**src/hdl/dam_pkg.sv**
```systemverilog
// shared types and constants for the diagonal associative memory
`default_nettype none
package dam_pkg;
  localparam int unsigned SIZE_DEF  = 16;
  localparam int unsigned V_BITS    = 3;
  localparam int unsigned AB_BITS   = 4;
  localparam int unsigned S_BITS    = 5;
  localparam int unsigned FIFO_DEPTH = 2;

  typedef enum logic [3:0] {
    OP_RD_WORD = 4'd0,
    OP_WR_WORD = 4'd1,
    OP_RD_DIAG = 4'd2,
    OP_WR_DIAG = 4'd3,
    OP_OR      = 4'd4,
    OP_NOR     = 4'd5,
    OP_COPY    = 4'd6,
    OP_NOT     = 4'd7,
    OP_KEY_SUM = 4'd8,
    OP_NEAREST = 4'd9
  } op_t;

  // classified command handed from front to back
  typedef struct packed {
    logic [3:0]  op;
    logic [3:0]  row_start;
    logic [3:0]  column;
    logic [3:0]  second_column;
    logic [3:0]  dest_column;
    logic [15:0] data;
    logic [15:0] key;
    logic [4:0]  key_length;
  } cmd_t;

  typedef struct packed {
    logic        strobe;
    logic [15:0] read_data;
    logic        any_match;
    logic        below_found;
    logic [3:0]  below_index;
    logic [15:0] below_val;
    logic        above_found;
    logic [3:0]  above_index;
    logic [15:0] above_val;
  } res_t;

  typedef enum logic [2:0] {
    ST_IDLE,
    ST_EXEC,
    ST_SCAN,
    ST_DONE
  } bst_t;
endpackage
`default_nettype wire

```
**src/hdl/dam_front.sv**
```systemverilog
// front end: takes commands, clips key length, queues them for the back end
`default_nettype none
module dam_front (
  input  wire logic          clk,
  input  wire logic          rst_n,
  input  wire logic          start,
  output logic               busy,
  input  wire logic [3:0]    in_operation,
  input  wire logic [3:0]    in_row_start,
  input  wire logic [3:0]    in_column,
  input  wire logic [3:0]    in_second_column,
  input  wire logic [3:0]    in_dest_column,
  input  wire logic [15:0]   in_data,
  input  wire logic [15:0]   in_key,
  input  wire logic [4:0]    in_key_length,
  input  wire logic          pop,
  output logic               q_valid,
  output dam_pkg::cmd_t      q_cmd
);
  import dam_pkg::*;

  cmd_t       mem_r [FIFO_DEPTH];
  logic       wp_r, rp_r;
  logic [1:0] cnt_r;
  cmd_t       c;
  logic       push;

  always_comb begin
    c = '0;
    c.op            = in_operation;
    c.row_start     = in_row_start;
    c.column        = in_column;
    c.second_column = in_second_column;
    c.dest_column   = in_dest_column;
    c.data          = in_data;
    c.key           = in_key;
    c.key_length    = (in_key_length > 5'd16) ? 5'd16 : in_key_length;
  end

  assign busy    = (cnt_r == 2'(FIFO_DEPTH));
  assign push    = start && !busy;
  assign q_valid = (cnt_r != 2'd0);
  assign q_cmd   = mem_r[rp_r];

  always_ff @(posedge clk) begin
    if (push) mem_r[wp_r] <= c;
  end

  always_ff @(posedge clk) begin
    if (!rst_n) begin
      wp_r <= 1'b0; rp_r <= 1'b0; cnt_r <= 2'd0;
    end else begin
      if (push) wp_r <= ~wp_r;
      if (pop)  rp_r <= ~rp_r;
      cnt_r <= cnt_r + 2'(push) - 2'(pop);
    end
  end
endmodule
`default_nettype wire

```
**config.mk**
```make
export PLATFORM = sky130hd
export DESIGN_NAME = dam_front
export DESIGN_NICKNAME = d
export VERILOG_FILES = /design/src/hdl/dam_pkg.sv /design/src/hdl/dam_front.sv
export SDC_FILE = /design/constraint.sdc
export NUM_CORES = 1
export LEC_CHECK = 0
export BUFFER_PORTS_ARGS = -buffer_cell sky130_fd_sc_hd__buf_4
export CAP_MARGIN = 15
export CORE_ASPECT_RATIO = 0.75
export CORE_UTILIZATION = 52
export DETAILED_ROUTE_END_ITERATION = 6
export PLACE_DENSITY = 0.84
export SYNTH_ARGS = -nofsm -noshare
export SYNTH_HDL_FRONTEND = slang
export SYNTH_SLANG_ARGS = --single-unit
```
**constraint.sdc**
```tcl
create_clock -name clk -period 4.8 [get_ports clk]
set_input_delay 0.48 -clock clk [delete_from_list [all_inputs] [get_ports clk]]
set_output_delay 0.48 -clock clk [all_outputs]
set_load 0.005 [all_outputs]
```
Word level (Yosys, flattened, before mapping)
Memories as Yosys holds them, arrays and structs flattened. A register that Yosys moved wholly into a read port is not among the register bits.
Cells that the tools add are included.
{ "word_totals": {"word_cells": 18, "ram_bits": 114, "out_inout_bits": 59, "n_memories": 1, "ff_bits": 4} }
{ "classes": {"n_bitwise": 2, "reduce_logical": 3, "magnitude_cmp": 1, "addsub": 2, "eq_ne": 1, "muxes": 5} }
{ "mem_list": {"columns": ["name", "words", "width", "rd", "rd_ports_with_merged_regs", "wr", "line_no", "source"], "rows": [
  ["mem_r", 2, 57, 1, 1, 1, "dam_front.sv:22", "cmd_t mem_r [FIFO_DEPTH];"]
]} }
{ "ops": {"columns": ["op", "n"], "rows": [
  ["$gt A5 B5 Y1 const B", 1],
  ["$mux W5", 1],
  ["$mux W1", 4],
  ["$add A2 B1 Y2", 1],
  ["$eq A2 B2 Y1 const B", 1],
  ["$not A1 Y1", 2],
  ["$reduce_bool A2 Y1", 1],
  ["$sub A2 B1 Y2", 1],
  ["$logic_and A1 B1 Y1", 1],
  ["$logic_not A1 Y1", 1]
]} }

Logic depth before layout (Yosys ltp)
Gate-level depths: netlist (run 1).
{ "depth": {"depth_word": 5, "ltp_mapped": 8, "depth_no_buf": 8} }

Least setup slack after synthesis (run 1)
OpenSTA, ideal clock, no wires.
{ "synth_path": {"path_type": "input to register", "start": "in start", "end": "mem mem_r[0][0] in the netlist's numbering, enable pin", "setup_slack_ns": 1.368, "path_stages": 2, "arrival_time_ns": 2.960, "path_buffers": 0, "cell_sequence": "nand2_1 > nor2_1"} }
{ "synth_between": {"elab_chain_cells": 3} }
{ "synth_rtl": {"columns": ["element", "line_no", "source"], "rows": [
  ["start, declared", "dam_front.sv:6", "input wire logic start,"],
  ["$logic_and A1 B1 Y1", "dam_front.sv:41", "assign push = start && !busy;"],
  ["$mux W1", "dam_front.sv:46", "if (push) mem_r[wp_r] <= c;"],
  ["$mux W1 (implied by the code)", "dam_front.sv:46", null],
  ["end, declared", "dam_front.sv:22", null]
]} }
No other way between the ends.

==> results of run 1 <==
state kept, by name (all words and copies together), names as in the netlist, named ones only:
signal	flops
rp_r	1
wp_r	1
cnt_r	2
mem_r	114
per-stage QoR:
stage | util, % | setup WS [ps] | power, W | std cells
floorplan | - | 1368 | 0.001518 | 208
global placement | 67.47 | 2608 | 0.001702 | 427
detailed placement | 67.47 | 2545 | 0.001720 | 427
CTS | 74.18 | 2363 | 0.002875 | 459
global route | 74.18 | 2305 | 0.002951 | 459
finish | 74.18 | 2376 | 0.002844 | 459
how the worst max path moves through the flow:
stage / depth (start not counted) / end / start
floorplan: 2 / mem_r[0][0] / start
global placement: 4 / mem_r[0][38] / start
detailed placement: 4 / mem_r[0][45] / start
CTS: 2 / q_cmd[23] / flop
global route: 2 / q_cmd[23] / flop
finish: 2 / q_cmd[2] / flop
routing by layer:
metal  wire length [um]  vias up  part of all wire [%]
met5                  0        -                     0
met4                 13        0                  0.16
met3                572        2                   7.2
met2               3885       97                    49
met1               3421     1137                    43
li1                   -     1079                     -
Yosys cell counts:
cell	number
and2_1	2
and3_1	1
buf_2	2
buf_6	4
clkbuf_1	1
dfxtp_1	5
edfxtp_1	114
ha_1	2
inv_1	3
mux2_2	27
mux2_4	30
mux2i_1	1
nand2_1	2
nand2b_1	2
nor2_1	4
nor2b_1	4
nor3_1	1
or2_2	1
xnor2_1	1
xor2_1	1
cell families after synthesis:
logic type,Yosys count,share of synthesized area (%)
AND/OR/NAND/NOR,17,2.006
flip-flops,119,78.46
multiplexers,58,17.02
XOR/XNOR,2,0.3902
buffers and inverters,10,1.560
adder cells (fa/ha/maj),2,0.5572
power by group through the flow:
stage / Combinational, W / Clock [W] / Sequential (W)
floorplan: 0.000204 / 0 / 0.00131
global placement: 0.000371 / 0 / 0.00133
detailed placement: 0.000380 / 0 / 0.00134
CTS: 0.000383 / 0.00117 / 0.00132
global route: 0.000404 / 0.00122 / 0.00133
finish: 0.000376 / 0.00115 / 0.00132
worst register-to-register path, delay by kind of cell, from the launching register on:
kind	cells	cell delay, ps
buffers and inverters	1	520
AND/OR/NAND/NOR	3	950
flip-flops	1	340
final cells by class:
cell class | count | area [um2] | area share [%]
inverter | 3 | 11.26 | 0.1868
clock inverter | 13 | 112.6 | 1.868
sequential | 119 | 3527 | 58.50
clock buffer | 19 | 432.9 | 7.180
timing repair buffer | 121 | 908.4 | 15.07
tap | 105 | 131.4 | 2.179
multi-input combinational | 79 | 905.9 | 15.02
cell usage in the layout, fill, tap and decap left out, drive strengths merged, types with 3 or more instances in the layout:
master,n
nor2b,4
buf,121
clkinv,9
mux2,57
dfxtp,5
clkbuf,19
edfxtp,114
nor2,4
inv,3
==> summary.md, run 1 <==
| Metric | Value |
|---|---|
| Status | `finished clean` |
| Critical Path AT | `around 1900 ps` |
| Startpoint Class | `flop` |
| Share of the synthesized area in the top cell type | `76.23%` |
| DR iter-0 viols | `between 100 and 150` |
| Gr usage total | `18.39%` |
| Gr ovfl total | `0` |
| Synthesis Warnings | `0` |
| Post-CTS Setup Bufs | `0` |
| Post-synth net total | `271` |
| Clk pin slew, worst setup/hold paths | `50 ps` |
| Met2 usage | `29.62%` |
| Via count | `2315` |
| CTS H-Tree Depth | `4` |
| Met3 Track Usage GR | `7.221%` |
| CP max stage delay | `940 ps` |
| NumNets Final | `404` |
| Resized Gates After CTS | `0` |
| Post-synth top area cell | `edfxtp_1` |
| Hold Violations, Final | `0` |
| Die area | `9015 um2` |
| Final setup violation count | `0` |
| CTS root buf | `clkbuf_16` |
| Met1 Usage GRT | `23.44%` |
| Crit path kind | `reg2out` |
| Antenna Nets Post-Route | `0` |
| R2r worst-path depth | `4` |
| Comb pwr share | `a little over an eighth` |
| Diodes inserted | `0` |
| P&R area growth vs syn | `34.27%` |
| P_leak | `2.370 nW` |
| Worst Setup End Kind | `output port` |
| Clock share of power | `40.3%` |
| GRT Max-Usage Layer | `met2` |
| Min Hold Slack | `271.3 ps` |
| Global-route wire length before repair | `between 10 and 15 mm` |
| Net switching power | `between 0.0005 and 0.0006 W` |
| Vias in the first global route | `2266` |
| Seq/Total Area, Yosys | `78.46%` |
| Minimum clock period | `2424 ps` |
| Normalized max-slew margin | `between 30% and 40%` |
| Fin Setup TNS | `0 ps` |
| Leading post-synthesis cells by cell area | `edfxtp_1, mux2_4, mux2_2` |
| Layout cells sized above 1 | `58.19%` |
| Die Height | `82.48 um` |
| Power Density | `471.6 nW/um2` |
| Slew Limit Fails | `0` |
| Via density | `5.044` |
| Area after DPL | `5484 um2` |
| Avg WL per Cell | `17.20 um` |
| Total Wirelength | `just under 8 mm` |
| Core ar. | `8128 um2` |
| Layout Skew | `6.570 ps` |
| Worst slew pin tran | `919.9 ps` |
| Initial antenna violation count | `0` |
| Fill cells | `502` |
| Post-Syn Instances | `208` |
| Max Fclk | `412.5 MHz` |
| Placer Congestion | `0.7071` |
| Die Wd | `109.3 um` |
| Rows | `28` |
| WHS Path Cells | `1` |
| Maximum vdd ir drop | `0.2897 mV` |
| Crit path buf inv count | `1` |
| Worst EP required | `about 4300 ps` |
| Num ports | `120` |
| Post-DP HPWL | `5.047 mm` |
| Min-delay src | `in_key[12]` |
| R2R Path Start | `cnt_r[0]` |
| Starting Density | `55.25%` |
| Cells along the critical path | `mux2_2 -> buf_4` |
| Remaining DRCs | `0` |
| Netlist cell types | `20` |
| Clock Latency Late Sink | `390 ps` |
| Syn Area/Cell | `21.59 um2` |
| Sink of the worst hold path | `mem_r[1][17]` |
| Largest net degree at the start of global routing | `58` |
| Clock buffer count from CTS | `17` |
| Final period util | `50.50%` |
| CTS max path bufs | `2` |
| Hold buffers post-CTS | `0` |
| Drt first pass iters | `4` |
| Post-Syn Area | `4491 um2` |
| Unrepaired setup endpoints after global routing | `false` |
| Max stage delay cell, worst path | `dfxtp_4` |
| Top delay family on crit path | `flip-flops` |
| HP Class | `in2reg` |
| Worst reg-to-reg setup slack | `2630 ps` |
| Sink Count | `119` |
| Crit Path Max Fanout | `57` |
| Part of the power in registers | `46.4%` |
| Net Sw Frac | `21.08%` |
| Final instance area | `approximately 6000 um2` |
| CTS tree | `yes` |
| Number of synthesized register bits | `119` |
| Internal power | `0.002244 W` |
| IO buf count | `119` |
| Max-Cap Viols | `0` |
| Reg2reg end | `mem_r[0][26]` |
(Power assumes the default switching activity.)
==> inputs of run 2 (changes only) <==
Settings changed: ABC_AREA set to 1, CORE_UTILIZATION 52 to 47, PLACE_DENSITY 0.84 to 0.8.
Clock period 4.8 ns to 2.2 ns, I/O delays scaled along.
==> run 2 against run 1 <==
Area after synthesis increased by 0.47%. Highest routed layer unchanged. Wire length increased by 7.8%. Largest power group is now clock. Sequential share of layout area decreased by 6.1 points. Non-clock buffer count increased by 52. Register-to-register slack got worse by 2000 ps. Clock skew about the same.
==> summary.md, run 2 <==
| Metric | Value |
|---|---|
| Status | `finished clean` |
| Syn Area/Cell | `20.32 um2 (-5.9%)` |
| Min-delay src | `in_key[7]` |
| Sink Count | `119 (unchanged)` |
| Largest regs | `mem_r (114), cnt_r (2)` |
| Hold Violations, Final | `0 (unchanged)` |
| Clock share of power | `45.5% (+5.2 points)` |
| Clock buffer count from CTS | `17 (unchanged)` |
| Most frequent cells in the layout | `buf_4, edfxtp_1, dlygate4sd3_1` |
| Post-synth top area cell | `edfxtp_1` |
| Part of the power in registers | `42.0% (-4.4 points)` |
| Synth top cells by count | `edfxtp_1, mux2_4, mux2_2` |
| Internal power | `0.005300 W (+140%)` |
| Max FFs per register | `114 (unchanged)` |
| NumNets Final | `470 (+16%)` |
| Net Sw Frac | `19.51% (-1.6 points)` |
| Placer Congestion | `0.7543 (+6.7%)` |
| Max-Cap Viols | `0 (unchanged)` |
| Global-route wire length before repair | `12.85 mm (+11%)` |
| Diodes inserted | `0 (unchanged)` |
| Critical Path AT | `1670 ps (-270 ps)` |
| Initial antenna violation count | `0 (unchanged)` |
| Worst Setup End Kind | `output port` |
| Core ar. | `9196 um2 (+13%)` |
| IO buf count | `119 (unchanged)` |
| Most common cell after layout, fill and taps aside | `buf_4` |
| Antenna Nets Post-Route | `0 (unchanged)` |
| Biggest register | `mem_r` |
| Die area | `9999 um2 (+11%)` |
| Layout Skew | `6.357 ps (-0.2124 ps)` |
| Post-DP HPWL | `4.912 mm (-2.7%)` |
| WL met2 | `4.466 mm (+15%)` |
| Number of flops mapped to enable cells by yosys | `114 (unchanged)` |
| Gr ovfl total | `0 (unchanged)` |
| Post-synth net total | `285 (+5.2%)` |
| Seq/Total Area, Yosys | `78.09% (-0.37 points)` |
| Post-Syn Instances | `222 (+6.7%)` |
| Num ports | `120 (unchanged)` |
| CTS max path bufs | `2 (unchanged)` |
| Post-Syn Area | `4512 um2 (+0.47%)` |
| WHS Path Cells | `1 (unchanged)` |
| R2r worst-path depth | `10 (+6)` |
| Die Height | `86.85 um (+5.3%)` |
| M1 WL | `3.558 mm (+4.0%)` |
| Worst slew pin tran | `418.4 ps (-501.5 ps)` |
| Netlist cell types | `14 (-30%)` |
| Final period util | `86.04%` |
| Starting Density | `49.06% (-6.2 points)` |
| Post-layout util | `73.14% (-1.0 points)` |
| CTS tree | `yes` |
| Net switching power | `0.001285 W (+110%)` |
| Avg WL per Cell | `15.56 um (-9.5%)` |
| Power Density | `979.0 nW/um2 (+110%)` |
| P&R area growth vs syn | `49.08%` |
| Clock Latency Late Sink | `400 ps (about the same)` |
| Metal3 WL | `448 um (-22%)` |
| R2R Path Start | `cnt_r[0]` |
| Largest net degree at the start of global routing | `58 (unchanged)` |
| Remaining DRCs | `0 (unchanged)` |
| Leading post-synthesis cells by cell area | `edfxtp_1, mux2_4, mux2_2` |
| DR top layer | `met4` |
| Normalized max-slew margin | `72.11% (+33 points)` |
| Minimum clock period | `1893 ps` |
| Crit Path Max Fanout | `27 (-53%)` |
| Share of the synthesized area in the top cell type | `75.87% (-0.36 points)` |
| Via count | `2565 (+11%)` |
| CTS H-Tree Depth | `4 (unchanged)` |
| Final setup violation count | `0 (unchanged)` |
| Rows | `30 (+7.1%)` |
| Fraction of registers with async set/reset | `0% (unchanged)` |
| Total Wirelength | `8.510 mm (+7.8%)` |
| CTS root buf | `clkbuf_16` |
| Max stage delay cell, worst path | `mux2_2` |
| Post-CTS Setup Bufs | `0 (unchanged)` |
| Gr usage total | `17.93% (-0.47 points)` |
| Comb pwr share | `12.5% (-0.7 points)` |
| CP max stage delay | `400 ps (-540 ps)` |
| Synth Flop Type | `edfxtp_1` |
| Vias in the first global route | `2650 (+17%)` |
| Cell mode on critical path | `buf_4` |
| Slew Limit Fails | `0 (unchanged)` |
| P_leak | `2.684 nW (+13%)` |
| Via density | `4.689 (-7.0%)` |
| Crit path kind | `reg2out` |
| Worst EP required | `1980 ps (-2340 ps)` |
| DR iter-0 viols | `124 (+8.8%)` |
| Drt first pass iters | `4 (unchanged)` |
| Max Fclk | `528.3 MHz` |
| Startpoint Class | `flop` |
| Fin Setup TNS | `0 ps (unchanged)` |
| Die Wd | `115.1 um (+5.3%)` |
| Cell with the most instances after synthesis | `edfxtp_1` |
| Number of synthesized register bits | `119 (unchanged)` |
| Resized Gates After CTS | `0 (unchanged)` |
| Cells along the critical path | `buf_4 -> mux2_2 -> buf_4` |
| Unrepaired setup endpoints after global routing | `false` |
| Clk pin slew, worst setup/hold paths | `50 ps (about the same)` |
| Synthesis Warnings | `0 (unchanged)` |
| Maximum vdd ir drop | `0.6881 mV (+140%)` |
| Hold buffers post-CTS | `48 (+48)` |
| HP Class | `in2reg` |
| Layout cells sized above 1 | `49.64% (-8.6 points)` |
## run 2: final timing paths
path / slack (ps) / end
worst max register to register: 600 / cnt_r[1]
worst max-delay path: 310 / q_cmd[9]
worst min register to register: 500 / rp_r
worst min-delay path: 20 / mem_r[0][12]
## run 2: metal layers
layer,global-route usage [%],vias to the layer above
li1,-,1223
met1,21.01,1248
met2,30.61,90
met3,6.541,4
met4,6.375,0
met5,0,-
## run 2: area by class of cell
type                            instances  area [um2]
Clock buffer                           20       436.7
Clock inverter                         11       203.9
Fill cell                             585        2470
Inverter                               11       41.29
Multi-Input combinational cell         85       895.9
Sequential cell                       119        3527
Tap cell                              128       160.2
Timing Repair Buffer                  173        1461
## run 2: stage by stage
step | total power (W) | cells | setup WS (ps) | instance area [um2] | hold WS [ps]
4_1_cts | 0.006642 | 545 | 274.4 | 6706 | 0.4101
3_5_place_dp | 0.003566 | 466 | 621.8 | 5585 | 407.4
2_1_floorplan | 0.003164 | 222 | 117.8 | 4519 | 313.5
3_3_place_gp | 0.003536 | 466 | 706.9 | 5585 | 405.0
6_report | 0.006585 | 547 | 307.1 | 6726 | 20.25
5_1_grt | 0.006820 | 547 | 228.6 | 6726 | 0.3203
## run 2: critical path: cells and delay by family (launching register included)
family | cells | cell delay (ps)
buffers and inverters | 2 | 520
multiplexers | 1 | 400
flip-flops | 1 | 350
## run 2: kinds of logic (layout without fill, tap and decap cells)
group	count (synthesis)	count (layout)	synth area share (%)
mux	57	57	16.72
fa+ha+maj	2	2	0.5545
buf+inv	18	215	2.218
flops	119	119	78.09
simple gates	22	22	1.913
compound gates	4	4	0.4991
## run 2: power groups by stage
stage / clock network, W / logic (W) / registers, W
finish: 0.00300 / 0.000820 / 0.00277
global route: 0.00315 / 0.000886 / 0.00278
CTS: 0.00304 / 0.000828 / 0.00277
detailed placement: 0 / 0.000753 / 0.00281
global placement: 0 / 0.000739 / 0.00280
floorplan: 0 / 0.000364 / 0.00280
==> inputs of run 3 (changes only) <==
Settings changed: HOLD_SLACK_MARGIN set to 0.02, SETUP_SLACK_MARGIN set to 0.4.
==> run 3 against run 2 <==
First-iteration DRC count grew 2.4%. Clock-buffer cell count is the same. Maximum frequency is 6.2% higher. Clock skew is 2.6 ps higher. Core utilization down 1.1 points. Sequential share of layout area is 0.80 points higher. Worst setup slack better by 110 ps. Die area is the same. Critical endpoint is now q_cmd[5].
==> summary.md, run 3 (same netlist as run 2, synthesis figures left out) <==
| Metric | Value |
|---|---|
| Antenna Nets Post-Route | `0 (unchanged)` |
| Maximum vdd ir drop | `0.7308 mV (+6.2%)` |
| Tot Pwr | `0.005881 W (-11%)` |
| Critical Path AT | `1560 ps (-110 ps)` |
| Crit Path Max Fanout | `33 (+22%)` |
| Cells along the critical path | `buf_16 -> mux2_2 -> buf_4` |
| Avg WL per Cell | `15.54 um (-0.11%)` |
| R2r worst-path depth | `10 (unchanged)` |
| Top delay family on crit path | `multiplexers` |
| Crit path buf inv count | `2 (unchanged)` |
| Via count | `2578 (+0.51%)` |
| Placer Congestion | `0.7706 (+2.2%)` |
| Layout cells sized above 1 | `50.12% (+0.48 points)` |
| Clock Latency Late Sink | `400 ps (about the same)` |
| Max FFs per register | `114 (unchanged)` |
| Layout Skew | `9.005 ps (+2.648 ps)` |
| Global-route wire length before repair | `12.98 mm (+1.0%)` |
| Post-layout util | `72.04% (-1.1 points)` |
| Final worst slack | `418.3 ps (+111.1 ps)` |
| Area after DPL | `5584 um2 (about the same)` |
| CP max stage delay | `400 ps (about the same)` |
| WHS Path Cells | `1 (unchanged)` |
| Largest net degree at the start of global routing | `34 (-41%)` |
| CTS max path bufs | `2 (unchanged)` |
| Hold Violations, Final | `0 (unchanged)` |
| P&R area growth vs syn | `46.84%` |
| Reg2reg end | `cnt_r[1]` |
| Largest regs | `mem_r (114), cnt_r (2)` |
| Worst Setup End Kind | `output port` |
| Worst EP required | `1980 ps (about the same)` |
| Diodes inserted | `0 (unchanged)` |
| R2R Path Start | `cnt_r[0]` |
| Minimum clock period | `1782 ps (-111.1 ps)` |
| Setup slack at placement | `699.7 ps (+77.96 ps)` |
| Max-Cap Viols | `0 (unchanged)` |
| P_leak | `2.640 nW (-1.6%)` |
| DR iter-0 viols | `127 (+2.4%)` |
| Final setup violation count | `0 (unchanged)` |
| Crit path kind | `reg2out` |
| Final instance area | `6625 um2 (-1.5%)` |
| Sink Count | `119 (unchanged)` |
| Starting Density | `49.06% (unchanged)` |
| Post-DP HPWL | `5.104 mm (+3.9%)` |
| Die Height | `86.85 um (unchanged)` |
| Total Wirelength | `8.594 mm (+0.99%)` |
| Rows | `30 (unchanged)` |
| Worst reg-to-reg setup slack | `700 ps (+100 ps)` |
| Die Wd | `115.1 um (unchanged)` |
| CTS tree | `yes` |
| HP Class | `in2reg` |
| CTS root buf | `clkbuf_16` |
| Vias in the first global route | `2689 (+1.5%)` |
| Drt first pass iters | `7 (+3)` |
| Fill cells | `603 (+3.1%)` |
| Slew Limit Fails | `0 (unchanged)` |
| Die area | `9999 um2 (unchanged)` |
| Remaining DRCs | `0 (unchanged)` |
| Gr ovfl total | `0 (unchanged)` |
| Fin Setup TNS | `0 ps (unchanged)` |
| Num ports | `120 (unchanged)` |
| Startpoint Class | `flop` |
| Via density | `4.662 (-0.58%)` |
| Sink of the worst hold path | `mem_r[1][4]` |
| Final period util | `80.99% (-5.1 points)` |
| Initial antenna violation count | `0 (unchanged)` |
| Max stage delay cell, worst path | `mux2_2` |
| Max Fclk | `561.3 MHz (+6.2%)` |
| Most common cell after layout, fill and taps aside | `buf_4` |
| Clock buffer count from CTS | `17 (unchanged)` |
| Core ar. | `9196 um2 (unchanged)` |
| Unrepaired setup endpoints after global routing | `true` |
| Most frequent cells in the layout | `buf_4, edfxtp_1, dlygate4sd3_1` |
| NumNets Final | `475 (+1.1%)` |
| Normalized max-slew margin | `72.10% (about the same)` |
| Clk pin slew, worst setup/hold paths | `50 ps (about the same)` |
| Min-delay src | `in_key_length[4]` |
| Worst slew pin tran | `418.5 ps (+0.1183 ps)` |
| Biggest register | `mem_r` |
| CTS H-Tree Depth | `4 (unchanged)` |
| Gr usage total | `18.23% (+0.31 points)` |
| Power Density | `887.7 nW/um2 (-9.3%)` |
| IO buf count | `119 (unchanged)` |
| Status | `finished clean` |
run 3: changes by cell type in the layout (fill, tap and decap cells not counted), moves of 2 or more:
cell / previous run / this run
clkinv_2: 1 / 7
nand2_2: 0 / 2
buf_4: 120 / 123
dlygate4sd3_1: 50 / 53
nand2_1: 10 / 8
buf_12: 3 / 0
bufinv_16: 6 / 0
run 3: area by class of cell:
class / count / area (um2) / share of cell area [%]
clock buffers: 20 / 436.7 / 6.591
clock inverters: 12 / 62.56 / 0.9443
well taps: 128 / 160.2 / 2.417
multi-input cells: 85 / 900.9 / 13.60
inverters: 11 / 45.04 / 0.6799
flip-flops and latches: 119 / 3527 / 53.24
repair buffers: 178 / 1493 / 22.53
run 3: worst reg2reg max path: cells and delay by family, from the launching register on:
kind                       cells  cell delay (ps)
AOI/OAI and AO/OA              1              150
and+or+nand+nor                4              290
buffers and inverters          3              160
adders and majority gates      2              460
DFF                            1              340
run 3: per-stage QoR:
stage	instances	hold slack (ps)
after floorplan	222	313.5
final	553	56.14
after global routing	553	35.42
after detailed placement	468	407.3
after global placement	468	404.9
after CTS	553	31.65
run 3: power breakdown:
part,switching [W],internal [W]
registers,0.0000501,0.00272
clock network,0.000875,0.00141
logic,0.000349,0.000483
run 3: how the worst max path moves through the flow:
stage / from / to / slack, ps / cells past startpoint
6_report: flop / q_cmd[5] / 420 / 3
5_1_grt: flop / q_cmd[5] / 360 / 3
4_1_cts: flop / q_cmd[56] / 410 / 3
3_5_place_dp: cnt_r[0] / cnt_r[1] / 700 / 10
3_3_place_gp: cnt_r[0] / mem_r[1][27] / 780 / 5
2_1_floorplan: cnt_r[0] / mem_r[0][0] / 410 / 4
run 3: layer usage:
layer | vias up | track usage [%] | part of all wire, %
li1 | 1229 | - | -
met5 | - | 0 | 0
met4 | 0 | 6.375 | 0.49
met1 | 1255 | 21.42 | 44
met2 | 90 | 29.74 | 49
met3 | 4 | 8.420 | 6.7
run 3: what timing repair did:
item | 4_1_cts | 5_1_grt
gates resized for setup | 1 | 1
endpoints found under the hold margin | 105 | 0
buffers inserted | 0 | 0
setup endpoints to repair | 20 | 18
hold buffers | 53 | 0
cloned | 0 | 0
